==> src/hw/rtl/caf_pkg.sv <==
// ----------------------------------------------------------------------------
// caf_pkg
// Shared types and constants of the CAN acceptance filter designer.
// ----------------------------------------------------------------------------
`default_nettype none

package caf_pkg;

  // Identifier widths and limits
  localparam int ID_W          = 29;
  localparam int STD_BITS      = 11;
  localparam int EXT_BITS      = 29;
  localparam logic [ID_W-1:0] STD_MAX = 29'h7FF;
  localparam logic [ID_W-1:0] EXT_MAX = 29'h1FFF_FFFF;
  localparam logic [ID_W-1:0] ID_ONES = 29'h1FFF_FFFF;

  // Distinct-ID store
  localparam int MAX_IDS       = 64;
  localparam int CNT_W         = $clog2(MAX_IDS + 1);
  localparam int IDX_W         = $clog2(MAX_IDS);

  // Mask fit rule
  localparam int SLACK         = 8;
  localparam int MIN_MASK_BITS = 4;
  localparam int SLACK_W       = $clog2(SLACK * MAX_IDS + 1);
  localparam int K_MAX         = $clog2(SLACK * MAX_IDS + 1) - 1;
  localparam int KW            = $clog2(K_MAX + 1);
  localparam int TOT_W         = $clog2(EXT_BITS + 1);

  // Result field widths
  localparam int FCOUNT_W      = 7;

  // Queue between front and back
  localparam int QUEUE_DEPTH   = 4;
  localparam int QPTR_W        = $clog2(QUEUE_DEPTH);
  localparam int QFILL_W       = $clog2(QUEUE_DEPTH + 1);

  typedef enum logic [2:0] {
    MODE_NONE     = 3'd0,
    MODE_MASK     = 3'd1,
    MODE_LIST     = 3'd2,
    MODE_RANGE    = 3'd3,
    MODE_CAPACITY = 3'd4
  } filter_mode_t;

  typedef struct packed {
    logic            has_id;
    logic [ID_W-1:0] can_id;
    logic            last;
  } in_item_t;

  typedef struct packed {
    filter_mode_t        filter_mode;
    logic [FCOUNT_W-1:0] filter_count;
    logic [ID_W-1:0]     filter_id;
    logic [ID_W-1:0]     mask_or_max;
  } out_item_t;

  // Classified word handed from front to back
  typedef struct packed {
    logic            has_id;
    logic            bad;
    logic            ext;
    logic            last;
    logic [ID_W-1:0] can_id;
  } entry_t;

  typedef enum logic [2:0] {
    B_IDLE,
    B_READ,
    B_CMP,
    B_APPLY,
    B_ANSWER
  } back_state_t;

  // Control strobes of the back engine
  typedef struct packed {
    logic pop;
    logic rd;
    logic apply;
    logic load;
  } back_ctl_t;

endpackage

`default_nettype wire

==> src/hw/rtl/caf_front.sv <==
// ----------------------------------------------------------------------------
// caf_front
// Accepts input words, range-checks the ID against the width selected now,
// drops words that carry neither an ID nor a close, and pushes the rest.
// ----------------------------------------------------------------------------
`default_nettype none

module caf_front import caf_pkg::*; (
  input  wire logic     in_valid,
  input  wire in_item_t in_data,
  output logic          in_stall,
  input  wire logic     extended_ids,
  input  wire logic     q_full,
  output logic          q_push,
  output entry_t        q_entry
);

  logic [ID_W-1:0] top;

  // Classify the word
  always_comb begin
    top              = extended_ids ? EXT_MAX : STD_MAX;
    q_entry.has_id   = in_data.has_id;
    q_entry.bad      = in_data.has_id && (in_data.can_id > top);
    q_entry.ext      = extended_ids;
    q_entry.last     = in_data.last;
    q_entry.can_id   = in_data.can_id;
  end

  // Hold off the source while the queue is full
  assign in_stall = q_full;
  assign q_push   = in_valid && !q_full && (in_data.has_id || in_data.last);

endmodule

`default_nettype wire

==> src/hw/rtl/caf_queue.sv <==
// ----------------------------------------------------------------------------
// caf_queue
// Short first-in first-out queue of classified words between front and back.
// ----------------------------------------------------------------------------
`default_nettype none

module caf_queue import caf_pkg::*; (
  input  wire logic   clk,
  input  wire logic   rst,
  input  wire logic   push,
  input  wire entry_t push_entry,
  output logic        full,
  input  wire logic   pop,
  output logic        q_valid,
  output entry_t      q_entry
);

  entry_t               slots [QUEUE_DEPTH];
  logic [QPTR_W-1:0]    wr_ptr;
  logic [QPTR_W-1:0]    rd_ptr;
  logic [QFILL_W-1:0]   fill;

  assign full    = (fill == QFILL_W'(QUEUE_DEPTH));
  assign q_valid = (fill != '0);
  assign q_entry = slots[rd_ptr];

  // Advance pointers and fill level
  always_ff @(posedge clk) begin
    if (rst) begin
      wr_ptr <= '0;
      rd_ptr <= '0;
      fill   <= '0;
    end else begin
      if (push) begin
        wr_ptr <= (wr_ptr == QPTR_W'(QUEUE_DEPTH - 1)) ? '0 : wr_ptr + QPTR_W'(1);
      end
      if (pop) begin
        rd_ptr <= (rd_ptr == QPTR_W'(QUEUE_DEPTH - 1)) ? '0 : rd_ptr + QPTR_W'(1);
      end
      if (push && !pop) begin
        fill <= fill + QFILL_W'(1);
      end else if (pop && !push) begin
        fill <= fill - QFILL_W'(1);
      end
    end
  end

  // Store the pushed word
  always_ff @(posedge clk) begin
    if (push) begin
      slots[wr_ptr] <= push_entry;
    end
  end

endmodule

`default_nettype wire

==> src/hw/rtl/caf_back.sv <==
// ----------------------------------------------------------------------------
// caf_back
// Dedups each ID against the stored set by a serial scan of the ID memory,
// keeps min, max, AND and OR, and builds the answer when a set closes.
// ----------------------------------------------------------------------------
`default_nettype none

module caf_back import caf_pkg::*; (
  input  wire logic   clk,
  input  wire logic   rst,
  input  wire logic   q_valid,
  input  wire entry_t q_entry,
  output logic        q_pop,
  output logic        out_valid,
  input  wire logic   out_stall,
  output out_item_t   out_data
);

  back_state_t       state;
  back_state_t       state_next;
  back_ctl_t         ctl;

  entry_t            cur;
  logic              found;
  logic [CNT_W-1:0]  idx;
  logic [ID_W-1:0]   rd_data;
  logic [ID_W-1:0]   seen_ids [MAX_IDS];

  logic [CNT_W-1:0]  distinct_count;
  logic [ID_W-1:0]   common_ones;
  logic [ID_W-1:0]   any_ones;
  logic [ID_W-1:0]   smallest_id;
  logic [ID_W-1:0]   largest_id;
  logic              range_fault;
  logic [ID_W-1:0]   fault_id;
  logic              capacity_fault;

  logic              at_capacity;
  logic              store;
  logic              out_room;
  logic              scan_done;
  out_item_t         answer;

  assign at_capacity = (distinct_count == CNT_W'(MAX_IDS));
  assign store       = ctl.apply && cur.has_id && !cur.bad && !found && !at_capacity;
  assign out_room    = !out_valid || !out_stall;
  assign scan_done   = (idx + CNT_W'(1) == distinct_count);
  assign q_pop       = ctl.pop;

  // Next state
  always_comb begin
    state_next = state;
    case (state)
      B_IDLE: begin
        if (q_valid) begin
          if (q_entry.has_id && !q_entry.bad && (distinct_count != '0)) begin
            state_next = B_READ;
          end else begin
            state_next = B_APPLY;
          end
        end
      end
      B_READ: begin
        state_next = B_CMP;
      end
      B_CMP: begin
        if ((rd_data == cur.can_id) || scan_done) begin
          state_next = B_APPLY;
        end else begin
          state_next = B_READ;
        end
      end
      B_APPLY: begin
        state_next = cur.last ? B_ANSWER : B_IDLE;
      end
      B_ANSWER: begin
        if (out_room) begin
          state_next = B_IDLE;
        end
      end
      default: begin
        state_next = B_IDLE;
      end
    endcase
  end

  // Control strobes
  always_comb begin
    ctl = '0;
    case (state)
      B_IDLE:   ctl.pop   = q_valid;
      B_READ:   ctl.rd    = 1'b1;
      B_CMP:    ctl       = '0;
      B_APPLY:  ctl.apply = 1'b1;
      B_ANSWER: ctl.load  = out_room;
      default:  ctl       = '0;
    endcase
  end

  // Build the answer from the set statistics
  logic [ID_W-1:0]    top;
  logic [TOT_W-1:0]   total;
  logic [ID_W-1:0]    diff;
  logic               diff_high;
  logic [KW-1:0]      k;
  logic [SLACK_W-1:0] span;
  logic [SLACK_W-1:0] budget;
  logic               fits;
  logic [ID_W-1:0]    low_bits;
  logic [ID_W-1:0]    mask;

  always_comb begin
    top       = cur.ext ? EXT_MAX : STD_MAX;
    total     = cur.ext ? TOT_W'(EXT_BITS) : TOT_W'(STD_BITS);
    diff      = (common_ones ^ any_ones) & top;
    diff_high = |diff[ID_W-1:K_MAX];
    // Free low bits follow the highest differing bit, at least one
    k = KW'(1);
    for (int j = 1; j < K_MAX; j++) begin
      if (diff[j]) begin
        k = KW'(j + 1);
      end
    end
    span     = SLACK_W'(1) << k;
    budget   = SLACK_W'(distinct_count) * SLACK_W'(SLACK);
    fits     = !diff_high && (TOT_W'(k) <= total - TOT_W'(MIN_MASK_BITS)) &&
               (span <= budget);
    low_bits = (ID_W'(1) << k) - ID_W'(1);
    mask     = top & ~low_bits;

    answer = '0;
    if (range_fault) begin
      answer.filter_mode = MODE_RANGE;
      answer.filter_id   = fault_id;
    end else if (capacity_fault) begin
      answer.filter_mode = MODE_CAPACITY;
    end else if (distinct_count == '0) begin
      answer.filter_mode = MODE_NONE;
    end else if (distinct_count == CNT_W'(1)) begin
      answer.filter_mode  = MODE_MASK;
      answer.filter_count = FCOUNT_W'(1);
      answer.filter_id    = smallest_id;
      answer.mask_or_max  = top;
    end else if (fits) begin
      answer.filter_mode  = MODE_MASK;
      answer.filter_count = FCOUNT_W'(1);
      answer.filter_id    = common_ones & mask;
      answer.mask_or_max  = mask;
    end else begin
      answer.filter_mode  = MODE_LIST;
      answer.filter_count = FCOUNT_W'(distinct_count);
      answer.filter_id    = smallest_id;
      answer.mask_or_max  = largest_id;
    end
  end

  // Control state and set statistics
  always_ff @(posedge clk) begin
    if (rst) begin
      state          <= B_IDLE;
      found          <= 1'b0;
      idx            <= '0;
      out_valid      <= 1'b0;
      distinct_count <= '0;
      common_ones    <= ID_ONES;
      any_ones       <= '0;
      smallest_id    <= ID_ONES;
      largest_id     <= '0;
      range_fault    <= 1'b0;
      fault_id       <= '0;
      capacity_fault <= 1'b0;
    end else begin
      state <= state_next;
      if (ctl.pop) begin
        found <= 1'b0;
        idx   <= '0;
      end
      if (state == B_CMP) begin
        if (rd_data == cur.can_id) begin
          found <= 1'b1;
        end
        idx <= idx + CNT_W'(1);
      end
      if (ctl.apply && cur.has_id) begin
        if (cur.bad) begin
          if (!range_fault) begin
            range_fault <= 1'b1;
            fault_id    <= cur.can_id;
          end
        end else if (!found && at_capacity) begin
          capacity_fault <= 1'b1;
        end
      end
      if (store) begin
        distinct_count <= distinct_count + CNT_W'(1);
        common_ones    <= common_ones & cur.can_id;
        any_ones       <= any_ones | cur.can_id;
        if (cur.can_id < smallest_id) begin
          smallest_id <= cur.can_id;
        end
        if (cur.can_id > largest_id) begin
          largest_id <= cur.can_id;
        end
      end
      // Drop the set once its answer is loaded
      if (ctl.load) begin
        distinct_count <= '0;
        common_ones    <= ID_ONES;
        any_ones       <= '0;
        smallest_id    <= ID_ONES;
        largest_id     <= '0;
        range_fault    <= 1'b0;
        fault_id       <= '0;
        capacity_fault <= 1'b0;
      end
      if (ctl.load) begin
        out_valid <= 1'b1;
      end else if (out_valid && !out_stall) begin
        out_valid <= 1'b0;
      end
    end
  end

  // Payload registers and ID memory
  always_ff @(posedge clk) begin
    if (ctl.pop) begin
      cur <= q_entry;
    end
    if (ctl.rd) begin
      rd_data <= seen_ids[idx[IDX_W-1:0]];
    end
    if (store) begin
      seen_ids[distinct_count[IDX_W-1:0]] <= cur.can_id;
    end
    if (ctl.load) begin
      out_data <= answer;
    end
  end

endmodule

`default_nettype wire

==> src/hw/rtl/can_acceptance_filter_designer.sv <==
// ----------------------------------------------------------------------------
// can_acceptance_filter_designer
// Collects a set of CAN IDs and answers with a mask filter, a filter list,
// or an error when the set closes.
// ----------------------------------------------------------------------------
//   channel   signals                       direction   word
//   in        in_valid/in_stall/in_data     input       in_item_t
//   out       out_valid/out_stall/out_data  output      out_item_t
//   cfg       cfg_valid/cfg_ready/cfg_data  input       extended_ids bit
//
// The back engine compares an ID with the N distinct IDs stored so far: the
// ID memory is scanned through its registered read port, a read state and a
// compare state per entry, to a match. A closing word then loads the answer.
// The front takes words while the four-entry queue has room.
// Reset clears control state and set statistics; the ID memory is not cleared.
// out_stall holds the answer register; the back then waits, and in_stall
// rises once the queue fills.
// ----------------------------------------------------------------------------
`default_nettype none

module can_acceptance_filter_designer import caf_pkg::*; (
  input  wire logic      clk,
  input  wire logic      rst,
  input  wire logic      in_valid,
  output logic           in_stall,
  input  wire in_item_t  in_data,
  output logic           out_valid,
  input  wire logic      out_stall,
  output out_item_t      out_data,
  input  wire logic      cfg_valid,
  output logic           cfg_ready,
  input  wire logic      cfg_data
);

  logic   extended_ids;
  logic   q_full;
  logic   q_push;
  entry_t push_entry;
  logic   q_pop;
  logic   q_valid;
  entry_t q_entry;

  assign cfg_ready = 1'b1;

  // Width select register
  always_ff @(posedge clk) begin
    if (rst) begin
      extended_ids <= 1'b0;
    end else if (cfg_valid && cfg_ready) begin
      extended_ids <= cfg_data;
    end
  end

  caf_front u_front (
    .in_valid     (in_valid),
    .in_data      (in_data),
    .in_stall     (in_stall),
    .extended_ids (extended_ids),
    .q_full       (q_full),
    .q_push       (q_push),
    .q_entry      (push_entry)
  );

  caf_queue u_queue (
    .clk        (clk),
    .rst        (rst),
    .push       (q_push),
    .push_entry (push_entry),
    .full       (q_full),
    .pop        (q_pop),
    .q_valid    (q_valid),
    .q_entry    (q_entry)
  );

  caf_back u_back (
    .clk       (clk),
    .rst       (rst),
    .q_valid   (q_valid),
    .q_entry   (q_entry),
    .q_pop     (q_pop),
    .out_valid (out_valid),
    .out_stall (out_stall),
    .out_data  (out_data)
  );

endmodule

`default_nettype wire

==> config.mk <==
export PLATFORM = sky130hd
export DESIGN_NAME = can_acceptance_filter_designer
export DESIGN_NICKNAME = d
export VERILOG_FILES = /design/src/hw/rtl/caf_pkg.sv /design/src/hw/rtl/caf_front.sv /design/src/hw/rtl/caf_queue.sv /design/src/hw/rtl/caf_back.sv /design/src/hw/rtl/can_acceptance_filter_designer.sv
export SDC_FILE = /design/constraint.sdc
export NUM_CORES = 2
export LEC_CHECK = 0
export BUFFER_PORTS_ARGS = -buffer_cell sky130_fd_sc_hd__buf_2
export CAP_MARGIN = 20
export CORE_MARGIN = 5
export CORE_UTILIZATION = 41
export DETAILED_ROUTE_END_ITERATION = 8
export PLACE_DENSITY = 0.55
export RECOVER_POWER = 100
export SLEW_MARGIN = 40
export SYNTH_ARGS = -nofsm -noshare
export SYNTH_HDL_FRONTEND = slang
export SYNTH_SLANG_ARGS = --single-unit
==> constraint.sdc <==
create_clock -name clk -period 6.6 [get_ports clk]
set_input_delay 0 -clock clk [delete_from_list [all_inputs] [get_ports clk]]
set_output_delay 0 -clock clk [all_outputs]
set_load 0.01 [all_outputs]
Yosys cells after proc, flatten, opt, wreduce, memory -nomap -nowiden
Memories as Yosys holds them, arrays and structs flattened. A register that Yosys moved wholly into a read port is not among the register bits.
Cells that the tools add are included.
Cells by class
  multiplexer cells: 45
  add/sub/neg operators: 8
  shifts and indexed selects: 2
  eq/ne operators: 13
  reductions and logical operators: 45
  magnitude comparators: 5
  bitwise logic cells: 9
Operators with widths (count)
  $mux W67: 2
  $and A29 B29 Y29: 4
  $mux W58: 2
  $mux W29: 3
  $gt A29 B29 Y1: 2
  $mux W3: 11
  $eq A29 B29 Y1: 1
  $lt A29 B29 Y1: 1
  $not A29 Y29: 1
  $or A29 B29 Y29: 1
  $shl A1 B4 Y29 const A: 1
  $sub A29 B2 Y29 const B: 1
  $xor A29 B29 Y29: 1
  $reduce_or A20 Y1: 1
  $mux W2: 8
  $logic_and A1 B1 Y1: 15
  $pmux W3 S5: 1
  $add A7 B1 Y7 const B: 2
  $mux W7: 2
  $mux W1: 13
  $le A10 B10 Y1: 1
  $logic_not A1 Y1: 10
  $shl A1 B4 Y10 const A: 1
  $mux W4: 2
  other kinds (26): 40
Storage, ports and cells
  bits in registers: 275
  word-level logic and storage cells: 155
  output and inout bits: 71
  memories kept: 2
  input port bits: 37
  bits in writable memories: 1988
Memories
  u_back.seen_ids: words 64, width 29, rd ports 1, clocked after memory_dff 1, write ports 1, RTL line caf_back.sv:27  | logic [ID_W-1:0] seen_ids [MAX_IDS];
  u_queue.slots: words 4, width 33, rd ports 1, clocked after memory_dff 1, write ports 1, RTL line caf_queue.sv:18  | entry_t slots [QUEUE_DEPTH];

Depth between registers and ports, before layout
  depth in word-level cells: 20
  mapped depth: 19
  gate-level depth less buffers: 15

By module
A second synthesis with hierarchy kept.
Unflattened totals
  cell total of the unflattened synthesis: 4406
  area total of the unflattened synthesis: 89948.8 um^2
By module, submodules not included
  caf_back: cells each 4100, sequential area each 62920.3 um^2, area each 83984.3 um^2, times used 1
  caf_queue: cells each 217, sequential area each 4144.0 um^2, area each 5250.0 um^2, times used 1
  caf_front: cells each 84, sequential area each 0.0 um^2, area each 669.4 um^2, times used 1
  can_acceptance_filter_designer: cells each 5, sequential area each 20.0 um^2, area each 45.0 um^2, times used 1

Worst setup path before layout
Ideal clock, no wire load.
  path kind: register -> register
  start: reg u_back.state[0]
  end: reg u_back.any_ones[10]
  cell stages (with the launch flop): 9
  arrival time: 5.230 ns
  buffers on the path: 3
  slack: 1.242 ns
  required time: 6.472 ns
  library setup time: 0.128 ns
  period minus slack after synthesis: 5.358 ns
  cells stage by stage: dfxtp_1 > nor2_1 > nand2_1 > a21oi_1 > or2_2 > clkbuf_1 > clkbuf_1 > clkbuf_1 > nor2_1
RTL lines
  start: declaration: RTL line caf_back.sv:19  | back_state_t state;
  start signal: assignment: RTL line caf_back.sv:173  | state <= state_next;
  end signal: assignment: RTL line caf_back.sv:197  | any_ones <= any_ones | cur.can_id;
  end: declaration: RTL line caf_back.sv:31  | logic [ID_W-1:0] any_ones;

Worst setup path after layout
  start: reg u_back.distinct_count[4]
  end: mem u_back.seen_ids[56][16], enable pin
Between the ends
  cells in the longest elaborated chain, start to end: 5
RTL lines
  start: declaration: RTL line caf_back.sv:29  | logic [CNT_W-1:0] distinct_count;
  start signal: assignment: RTL line caf_back.sv:195  | distinct_count <= distinct_count + CNT_W'(1);
  $eq A7 B7 Y1: RTL line caf_back.sv:44  | assign at_capacity = (distinct_count == CNT_W'(MAX_IDS));
  $logic_not A1 Y1: RTL line caf_back.sv:45  | assign store = ctl.apply && cur.has_id && !cur.bad && !found && !at_capacity;
  $logic_and A1 B1 Y1: RTL line caf_back.sv:45
  $mux W1: RTL line caf_back.sv:232  | if (store) begin
  $mux W1 (not written as such): RTL line caf_back.sv:233  | seen_ids[distinct_count[IDX_W-1:0]] <= cur.can_id;
  end: declaration: RTL line caf_back.sv:27
Several ways; a longest one is shown, not always the timed one.

==> impl_results.md <==
* Reg-to-reg slack, setup at 1.24 ns
* GR Overflow Total at 0
* Synth top area cells: edfxtp_1, mux4_2, dfxtp_1
* GR Util met2 at 0.326
* Warnings from Yosys at 0
* GRT Overall Usage at 0.203
* Synth cell count leaders: edfxtp_1, mux4_2, nor2_1, dfxtp_1, nand2_1
* Critical Path Fanout Max at 31
* DPL Wire Length at 140 mm
* Worst R2R Path Depth at 10
* Final Cycle Share at 0.811
* # DRC at 0
* Initial cell density of the core at 0.412
* Die Area at 228,000 sq um
* Min cycle time layout at 5.36 ns
* CP Capture Point: u_back.seen_ids[56][16]$_DFFE_PP_
* Post-synth EDFFs at 2,118
* Failing checks: capacitance limit, slew limit
* CTS buffer count at 230
* PortBufs at 106
* # IOs at 108
* Nets@finish at 4,790
* Synth area leader: edfxtp_1
* Worst skew pair latency at 0.87 ns
* CTS H-tree lvls at 4
* Async SR Flop Fraction at 0
* Antenna viol nets, final at 0
* DR pass1 iterations at 5
* Grt met1 use at 0.287
* Final Skew at 0.0459 ns
* Slew @ Worst Pin at 3.92 ns
* Pin count of the biggest net entering global routing at 126
* Mapped cell area at 89,500 sq um
* Synth Flop Type: edfxtp_1
* Initial DRC count at 4,711
* Area Overhead vs Synth at 14.4%
* Fin area at 102,000 sq um
* Leak at 31.4 nW
* Die Wd at 477 um
* Setup_tns at 0 ns
* WP data required at 7.08 ns
* Synth top area share at 0.711
* Hold Crit Start: out_stall
* Max-cap viol count at 89
* Syn_area_per_cell at 20.9 sq um
* Reg-to-reg startpoint: u_back.distinct_count[4]$_SDFFE_PP0P_
* Seq/Total Area, Yosys at 0.750
* Worst slew margin at -1.62
* Status: complete, but fails checks
* Drt via density at 5.70
* Placement-stage cell area at 95,400 sq um
* Share of post-route cells with drive strength above 1 at 0.229
* Global-route wire length before repair at 333 mm
* Grt peak-use layer: met2
* RePlAce Congestion at 0.848
* Max Buffers Root-to-Sink at 3
* Worst hold slack at 0.220 ns
* Die height at 477 um
* Most common cell in the netlist: edfxtp_1
* Setup Buffers After CTS at 0
* Reg2reg end: u_back.seen_ids[56][16]$_DFFE_PP_
* CP Capture Type: flop
* Library cells used by synthesis at 67
* CTS sink count at 2,292
* HP Class: input pin to flop
* Final hold vios at 0
* Setup violators final at 0
* Via count at 44,025
* Site row count at 171
* DRT Wirelength at 233 mm
* Fmax at 0.187 GHz
* Fin. max-slew vios at 2,907
* CTS tree: built
* CTS root buf: clkbuf_16
* Kind of critical path: flop to flop
* Max VDD drop at 0.267 mV
* Arrival time worst endpoint at 5.83 ns
* Vias in the first global route at 44,269
* Worst setup SP type: flop
* Total power per unit cell area at 377 nW/um^2
* Initial antenna violation count at 16
* Routed WL per cell at 30.2 um
* M3 GR Usage at 0.0352
* Clock transition at the registers of the reported paths at 0.07 ns
* Core Region at 217,000 sq um
* Cells after Synth at 4,278
* Synth Register Bits at 2,292
* RSZ-0062 raised after global routing: false
* CP startpoint: u_back.distinct_count[4]$_SDFFE_PP0P_
power by group:
group          internal [W]  switching [W]
registers            0.0182       0.000349
logic               0.00243        0.00499
clock network       0.00714        0.00549
total                0.0278         0.0108
metrics by stage:
stage | power, W | worst slack, ns | instances | util
after floorplan | 0.0229 | 1.24 | 4279 | -
after global placement | 0.0261 | 2.40 | 7161 | 0.435
after detailed placement | 0.0263 | 2.31 | 7206 | 0.439
after CTS | 0.0389 | 2.29 | 7707 | 0.476
after global routing | 0.0400 | 0.998 | 7713 | 0.471
final | 0.0386 | 1.24 | 7725 | 0.471
worst max-delay path, cell delays in order, from the launching register on:
cell,delay [ns]
dfxtp_1,0.77
or3_1,0.88
nor2_1,0.19
nand3_1,0.16
nand2_1,0.07
buf_4,0.25
nor2_1,0.29
nand3_1,0.12
clkbuf_1,0.53
nor2_1,1.08
clkbuf_1,0.63
how the worst min path moves through the flow:
stage	to	slack (ns)	cells past startpoint
floorplan	u_back.state[0]$_SDFFE_PP0P_	0.09	1
CTS	u_back.state[2]$_SDFFE_PP0P_	0.14	6
global placement	u_queue.slots[2][11]$_DFFE_PP_	0.23	1
detailed placement	u_queue.slots[3][6]$_DFFE_PP_	0.24	1
global route	u_queue.fill[0]$_SDFFE_PP0P_	0.21	3
finish	u_back.state[2]$_SDFFE_PP0P_	0.22	6
per-layer routing:
metal,part of all wire,routed length [um]
met1,0.42,98800
met2,0.48,112000
met3,0.066,15500
met4,0.028,6600
met5,0,0
cells in the final DEF (no fill, tap or decap), drive strengths merged, types with 8 or more instances in the layout:
cell / count
nor2: 234
buf: 88
ha: 96
and3: 16
xor2: 47
a221o: 8
edfxtp: 2118
nand4: 30
nor4: 14
and2: 13
nor3: 14
dlygate4sd3: 70
dfxtp: 174
a21oi: 114
bufinv: 17
o311ai: 9
mux2i: 67
nor2b: 10
clkbuf: 487
clkinv: 125
o31ai: 11
a21o: 39
nand3: 31
xnor2: 30
or3: 9
nand2: 133
diode: 16
clkinvlp: 9
o21ai: 54
a22oi: 11
mux4: 642
inv: 75
logic make-up after synthesis:
| logic type | count (synthesis) | synth area share |
|---|---|---|
| DFF | 2292 | 0.750 |
| muxes | 710 | 0.169 |
| and+or+nand+nor | 522 | 0.0261 |
| buffers and inverters | 295 | 0.0138 |
| AOI/OAI and AO/OA | 284 | 0.0198 |
| adders and majority gates | 97 | 0.0136 |
| xor gates and xnor gates | 77 | 0.00754 |
| other | 1 | 0.0000419 |
flip-flops by register name (all words and copies together) (netlist names), 2 cells and up, named ones only:
name,flops
u_back.seen_ids,1856
u_queue.slots,132
u_back.out_data,68
u_back.cur,33
u_back.fault_id,29
u_back.largest_id,29
u_back.rd_data,29
u_back.smallest_id,29
u_back.any_ones,28
u_back.common_ones,28
u_back.distinct_count,7
u_back.idx,7
u_back.state,3
u_queue.fill,3
u_queue.rd_ptr,2
u_queue.wr_ptr,2
layout make-up:
class / instances / area, sq um
clock inverters: 153 / 1220
diodes: 16 / 40.0
inverters: 73 / 274
clock buffers: 278 / 6040
well taps: 2854 / 3570
repair buffers: 367 / 2700
flip-flops and latches: 2292 / 67100
multi-input cells: 1692 / 21400
fillers: 17878 / 115000
what timing repair did:
action | CTS | global route
hold endpoints to repair | 190 | 0
hold buffers | 70 | 0
resized for setup | 0 | 0
No activity file was read; power rests on OpenSTA's default activity.
